$ cat src/sv/crot_pkg.sv
// shared constants, register codes and atan table for the rotation cordic
package crot_pkg;

  localparam int DATA_WIDTH = 20;
  localparam int FRAC_BITS  = 16;
  localparam int MAX_ITER   = 16;

  localparam int ITER_W    = 5;
  localparam int GAIN_W    = 16;
  localparam int GAIN_FRAC = 16;
  localparam int CFG_IDX_W = 8;
  localparam int CFG_DAT_W = 16;

  localparam logic [ITER_W-1:0] ITER_RESET = ITER_W'(16);
  localparam logic [GAIN_W-1:0] GAIN_RESET = GAIN_W'(39797);

  localparam logic [CFG_IDX_W-1:0] REG_ITERATIONS = CFG_IDX_W'(0);
  localparam logic [CFG_IDX_W-1:0] REG_INV_GAIN   = CFG_IDX_W'(1);

  // atan(2^-i) scaled by 2^32
  localparam logic [31:0] ATAN_Q32 [32] = '{
    32'd3373259426, 32'd1991351317, 32'd1052175346, 32'd534100635,
    32'd268086748,  32'd134174063,  32'd67103403,   32'd33553749,
    32'd16777131,   32'd8388597,    32'd4194303,    32'd2097152,
    32'd1048576,    32'd524288,     32'd262144,     32'd131072,
    32'd65536,      32'd32768,      32'd16384,      32'd8192,
    32'd4096,       32'd2048,       32'd1024,       32'd512,
    32'd256,        32'd128,        32'd64,         32'd32,
    32'd16,         32'd8,          32'd4,          32'd2
  };

  // table entry rounded half up to frac fractional bits
  function automatic logic [63:0] atan_entry(input int idx, input int frac);
    logic [63:0] t2;
    t2 = {32'd0, ATAN_Q32[idx % 32]} << 1;
    return ((t2 >> (32 - frac)) + 64'd1) >> 1;
  endfunction

endpackage

$ cat src/sv/crot_scale.sv
// gain multiply stage followed by round and saturate stage
module crot_scale #(
  parameter int DW = crot_pkg::DATA_WIDTH,
  parameter int XW = 22,
  parameter int ZW = 22
) (
  input  logic                             clk,
  input  logic                             rst,
  input  logic [crot_pkg::GAIN_W-1:0]      gain,
  input  logic                             up_valid,
  output logic                             up_ready,
  input  logic signed [XW-1:0]             x_up,
  input  logic signed [XW-1:0]             y_up,
  input  logic signed [ZW-1:0]             z_up,
  output logic                             dn_valid,
  input  logic                             dn_ready,
  output logic signed [DW-1:0]             x_dn,
  output logic signed [DW-1:0]             y_dn,
  output logic signed [DW-1:0]             z_dn
);

  localparam int GW = crot_pkg::GAIN_W + 1;
  localparam int PW = XW + GW;
  localparam int RW = PW + 1;
  localparam logic signed [RW-1:0] HALF = RW'(1) <<< (crot_pkg::GAIN_FRAC - 1);
  localparam logic signed [RW-1:0] HI = RW'({1'b0, {(DW-1){1'b1}}});
  localparam logic signed [RW-1:0] LO = ~HI;
  localparam logic signed [ZW:0]   ZHI = (ZW+1)'({1'b0, {(DW-1){1'b1}}});
  localparam logic signed [ZW:0]   ZLO = ~ZHI;

  logic                 mul_valid;
  logic                 mul_ready;
  logic signed [PW-1:0] px;
  logic signed [PW-1:0] py;
  logic signed [ZW-1:0] pz;
  logic signed [GW-1:0] g;
  logic signed [RW-1:0] rx;
  logic signed [RW-1:0] ry;
  logic signed [ZW:0]   zw;
  logic signed [DW-1:0] x_next;
  logic signed [DW-1:0] y_next;
  logic signed [DW-1:0] z_next;

  assign g = $signed({1'b0, gain});
  assign mul_ready = !dn_valid || dn_ready;
  assign up_ready  = !mul_valid || mul_ready;

  always_ff @(posedge clk) begin
    if (rst) begin
      mul_valid <= 1'b0;
    end else if (up_ready) begin
      mul_valid <= up_valid;
    end
  end

  always_ff @(posedge clk) begin
    if (up_ready && up_valid) begin
      px <= PW'(x_up) * PW'(g);
      py <= PW'(y_up) * PW'(g);
      pz <= z_up;
    end
  end

  // round to nearest, ties up, then drop the gain fraction
  assign rx = (RW'(px) + HALF) >>> crot_pkg::GAIN_FRAC;
  assign ry = (RW'(py) + HALF) >>> crot_pkg::GAIN_FRAC;
  assign zw = (ZW+1)'(pz);

  always_comb begin
    if (rx > HI) begin
      x_next = DW'(HI);
    end else if (rx < LO) begin
      x_next = DW'(LO);
    end else begin
      x_next = DW'(rx);
    end
    if (ry > HI) begin
      y_next = DW'(HI);
    end else if (ry < LO) begin
      y_next = DW'(LO);
    end else begin
      y_next = DW'(ry);
    end
    if (zw > ZHI) begin
      z_next = DW'(ZHI);
    end else if (zw < ZLO) begin
      z_next = DW'(ZLO);
    end else begin
      z_next = DW'(zw);
    end
  end

  always_ff @(posedge clk) begin
    if (rst) begin
      dn_valid <= 1'b0;
    end else if (mul_ready) begin
      dn_valid <= mul_valid;
    end
  end

  always_ff @(posedge clk) begin
    if (mul_ready && mul_valid) begin
      x_dn <= x_next;
      y_dn <= y_next;
      z_dn <= z_next;
    end
  end

endmodule

$ cat config.mk
export PLATFORM = sky130hd
export DESIGN_NAME = crot_scale
export DESIGN_NICKNAME = d
export VERILOG_FILES = /design/src/sv/crot_pkg.sv /design/src/sv/crot_scale.sv
export SDC_FILE = /design/constraint.sdc
export NUM_CORES = 2
export LEC_CHECK = 0
export BUFFER_PORTS_ARGS = -buffer_cell sky130_fd_sc_hd__clkbuf_2
export CORE_MARGIN = 2
export CORE_UTILIZATION = 25
export DETAILED_ROUTE_END_ITERATION = 7
export GPL_TIMING_DRIVEN = 0
export PLACE_DENSITY = 0.51
export SYNTH_ARGS = -nofsm -noshare
export SYNTH_HDL_FRONTEND = slang
export SYNTH_SLANG_ARGS = --single-unit
$ cat constraint.sdc
create_clock -name clk -period 13.2 [get_ports clk]
set_clock_uncertainty 0.2 [all_clocks]
set_input_delay 1.32 -clock clk [delete_from_list [all_inputs] [get_ports clk]]
set_output_delay 1.32 -clock clk [all_outputs]
set_load 0.01 [all_outputs]
-- Yosys cells after proc, flatten, opt, wreduce, memory -nomap -nowiden
Index checks and enable logic that the tools add are counted.
- input port bits: 86
- logic and storage cells: 27
- register bits: 162
- $lt $le $gt $ge: 6
- reductions and logical operators: 6
- add/sub/neg operators: 2
- multiply operators: 2
- muxes and demuxes: 3
- operators with widths (operator ; count):
    $add 39x17->40 const B ; 2
    $mul 22x17->39 ; 2
    $mux 20 ; 3
    $gt 24x20->1 const B ; 2
    $lt 24x20->1 const B ; 2
    $gt 22x20->1 const B ; 1
    $lt 22x20->1 const B ; 1
    $logic_and 1x1->1 ; 2
    $logic_not 1->1 ; 2
    $logic_or 1x1->1 ; 2

-- Longest topological paths before layout
- word-level depth: 4
- gate-level depth with buffers: 25
- mapped depth without buffers: 23

-- Worst setup path before layout
OpenSTA, ideal clock, no wires.
- path kind: input to register
- start point: input port gain[2] (netlist bit)
- end point: register py[33], data pin
- library setup time: 0.259 ns
- stages: 21
- required time: 12.741 ns
- path slack: 5.859 ns
- buffers on the path: 2
- data arrival time: 6.882 ns
- path through: clkbuf_1 > clkbuf_1 > nand2_1 > fa_1 > fa_1 > fa_1 > inv_1 > fa_1 > fa_1 > inv_1 > fa_1 > inv_1 > ha_1 > a21o_1 > a21o_1 > a21o_1 > a2111oi_1 > o31ai_1 > a31oi_1 > nor2_1 > a211o_1
- longest elaborated chain between the ends: 1
- RTL lines (what ; RTL line ; RTL):
    start: declaration ; crot_scale.sv:9 ; input logic [crot_pkg::GAIN_W-1:0] gain,
    $mul 22x17->39 ; crot_scale.sv:59 ; py <= PW'(y_up) * PW'(g);
    end signal: assignment ; crot_scale.sv:59 ;
    end: declaration ; crot_scale.sv:34 ; logic signed [PW-1:0] py;
Every way passes these cells.
A chain may end at the register's enable or synchronous reset.

-- Worst setup path after layout
- start point: input port gain[4] (netlist bit)
- end point: register py[32], data pin
The elaborated chain is that of the path after synthesis.

==> summary.md <==
| Metric | Value |
|---|---|
| Outcome | `completed` |
| Max Slew Vio Count | `0` |
| Post-DRT Antenna Nets | `0` |
| Fin crit share | `66.29%` |
| RePlAce Congestion | `0.8787` |
| Grt met1 use | `19.53%` |
| CORE AREA | `120000 µm²` |
| Largest net degree at the start of global routing | `47` |
| Final nets | `4270` |
| Number of synthesized flops with an enable pin | `130` |
| Min-delay worst type | `flop to flop` |
| Post-synthesis sequential area ratio | `13.04%` |
| Slew at the pin with the worst max-slew slack | `0.9762 ns` |
| Die Span Y | `351.8 µm` |
| Vias in the first global route | `roughly 23000` |
| Clk buf depth | `2` |
| Syn Area/Cell | `slightly below 10 µm²` |
| Biggest area consumer among synthesized cells | `fa_1` |
| # H-tree levels | `4` |
| Delay of the slowest cell on the worst path | `0.81 ns` |
| CP Class | `primary input to flop` |
| Post-route minimum period | `~8.7 ns` |
| GRT Max-Usage Layer | `met2` |
| CP Depth | `21` |
| Slew headroom | `between 30% and 40%` |
| Critical path buffers and inverters | `5` |
| CP arrival | `between 8 and 9 ns` |
| Distinct cells, synth | `between 70 and 80` |
| Max Fanout on Critical Path | `10` |
| Total CTS buffers | `17` |
| Final wirelength | `approximately 85000 µm` |
| Final setup vio count | `0` |
| Min-Delay Path Depth | `2` |
| Die area | `123700 µm²` |
| CTS tree | `done` |
| First-pass detailed-route iteration total | `5` |
| Ys flop type | `edfxtp_1` |
| CTS Root Cell | `clkbuf_16` |
| Critical path, cell by cell | `clkbuf_1 > clkbuf_1 > nand2_1 > fa_1 > fa_1 > fa_1 > inv_1 > fa_1 > fa_1 > inv_1 > fa_1 > inv_1 > ha_1 > o2111ai_1 > nor2_1 > a221oi_1 > o2111ai_1 > a21oi_1 > o211ai_1 > a311oi_1 > a21oi_1` |
| YS warnings | `0` |
| First-iteration detailed-routing DRC count | `between 1000 and 1500` |
| Post-synthesis cell count | `between 3000 and 4000` |
| Layout cells sized above 1 | `6.282%` |
| Required time worst endpoint | `between 10 and 15 ns` |
| Residual DRC | `0` |
| Clock network latency to the later pin of the worst-skew pair | `0.48 ns` |
| Hold_buf cts | `0` |
| CP most frequent cell | `fa_1` |
| Initial antenna violation count | `14` |
| Setup TNS | `0 ns` |
| Post-synthesis cell area | `approximately 30000 µm²` |
| Post-CTS sizing | `0` |
| Clk pin slew, worst setup/hold paths | `roughly 0.08 ns` |
| Top delay family on crit path | `adder cells` |
| Critical path's slowest cell | `a221oi_1` |
| Vias/cell | `4.183` |
| Initial Utilization | `25.20%` |
| Area grow syn2layout | `11.25%` |
| # rows | `approximately 130` |
| CP Capture Type | `flop` |
| Synth top area share | `45.95%` |
| Met3 Usage GRT | `roughly 3.2%` |
| GRT Total Usage | `14.57%` |
| Gr ovfl total | `0` |
| Final Hold Viols | `0` |
| Fmax | `114.3 MHz` |
| Maxcap violations | `0` |
| Met2 Use GR | `23.79%` |
| DIE WIDTH | `351.8 µm` |
| Worst Setup Start Kind | `primary input` |
| Post-CTS Repair Setup Buffers | `0` |
| DR vias | `20600` |
| Worst-case reg-to-reg path depth | `7` |
| Syn nets | `4111` |
| Fill cell count | `12720` |
| I/O pin total | `148` |
| RSZ-0062 raised after global routing | `false` |
| Top post-synthesis cells by area | `fa_1 (46%), edfxtp_1 (13%), inv_1 (9.9%)` |
| Number of buffers added on ports | `137` |
| FF+latch count, synth | `approximately 130` |
| Drt wl/cell | `17.31 µm` |
| First-pass GRT wire length | `roughly 140000 µm` |
| Clock Sinks | `about 130` |
| FFs w/ async S/R, synth | `0%` |
| HPWL Detailed | `72230 µm` |
[tightest hold or removal path: cells and delay by family (launching register included)]
kind / cells / cell delay [ns]
AND/OR/NAND/NOR: 2 / 0.16
flip-flops: 1 / 0.33
[routing by layer]
metal  part of all wire [%]  wire length, µm
met1                     45            38330
met2                     47            39740
met5                   0.17              141
met4                    2.2             1892
met3                    6.0             5126
[layout make-up]
class	count	area [µm²]	area share, %
clock inverter	15	195.2	0.5802
multi-input combinational	2081	22800	67.78
tap	1612	2017	5.995
buffer	126	499.2	1.484
timing repair buffer	140	753.2	2.239
sequential	132	3944	11.72
inverter	800	3003	8.926
antenna	1	2.502	0.007439
clock buffer	17	425.4	1.265
[logic make-up (layout without fill, tap and decap cells)]
logic type / count (synthesis) / in the layout / share of synthesized area, %
buffers and inverters: 926 / 1098 / 11.58
AO/OA/AOI/OAI: 179 / 179 / 4.039
adder cells (fa/ha/maj): 886 / 886 / 53.89
XOR/XNOR: 94 / 94 / 2.723
flip-flops: 132 / 132 / 13.04
other: 0 / 1 / 0
AND/OR/NAND/NOR: 920 / 920 / 14.64
multiplexers: 2 / 2 / 0.08274
[Yosys cell counts, types with 5 or more instances]
| library cell | instances |
|---|---|
| inv_1 | 800 |
| ha_1 | 192 |
| fa_1 | 694 |
| nand2_1 | 462 |
| and2_1 | 273 |
| nand3_1 | 30 |
| a211oi_1 | 5 |
| and3_1 | 10 |
| nor2b_1 | 6 |
| o21ai_0 | 47 |
| nand4_1 | 13 |
| clkbuf_1 | 122 |
| a21oi_1 | 39 |
| a21o_1 | 21 |
| xor2_1 | 39 |
| o21a_1 | 6 |
| nor2_1 | 79 |
| nand2b_1 | 5 |
| nor3_1 | 10 |
| xnor2_1 | 55 |
| a31oi_1 | 7 |
| o21ai_2 | 9 |
| edfxtp_1 | 130 |
| o31ai_1 | 6 |
| and4_1 | 9 |
[per-stage QoR]
step	worst slack, ns	hold slack (ns)	util, %	area (µm²)	instances
finish	4.450	0.3119	28.04	33640	4924
global route	3.994	0.3473	28.04	33640	4923
CTS	4.217	0.3094	28.04	33640	4923
detailed placement	3.720	0.3136	27.52	33020	4891
global placement	3.671	0.3011	27.46	32940	4888
floorplan	5.859	0.2778	-	30240	3139
[registers in the layout, summed over array words and instances, names as in the netlist]
name	count
px	24
py	24
pz	22
x_dn	20
y_dn	20
z_dn	20
dn_valid	1
mul_valid	1
[placed cells by master (no fill, tap or decap), types with 5 or more instances in the layout]
cell	instances
a211oi_1	5
a21o_1	21
a21oi_1	39
a31oi_1	7
and2_1	272
and3_1	10
and4_1	9
clkbuf_1	122
clkbuf_16	17
clkbuf_2	137
edfxtp_1	130
fa_1	694
ha_1	192
inv_1	800
nand2_1	462
nand2b_1	5
nand3_1	30
nand4_1	13
nor2_1	79
nor2b_1	5
nor3_1	10
o21a_1	6
o21ai_0	47
o21ai_2	9
o31ai_1	6
xnor2_1	55
xor2_1	39
[final timing paths]
check	startpoint	end	slack [ns]
min	mul_valid$_SDFFE_PP0N_	dn_valid$_SDFFE_PP0P_	0.31
max	gain[4]	py[32]$_DFFE_PP_	4.45
max reg2reg	px[17]$_DFFE_PP_	x_dn[12]$_SDFFCE_PN1P_	10.17
min reg2reg	mul_valid$_SDFFE_PP0N_	dn_valid$_SDFFE_PP0P_	0.31
Power is left out: the tool's default activity adds up to more than one toggle a clock period on the data nets, which glitch-free logic cannot reach.
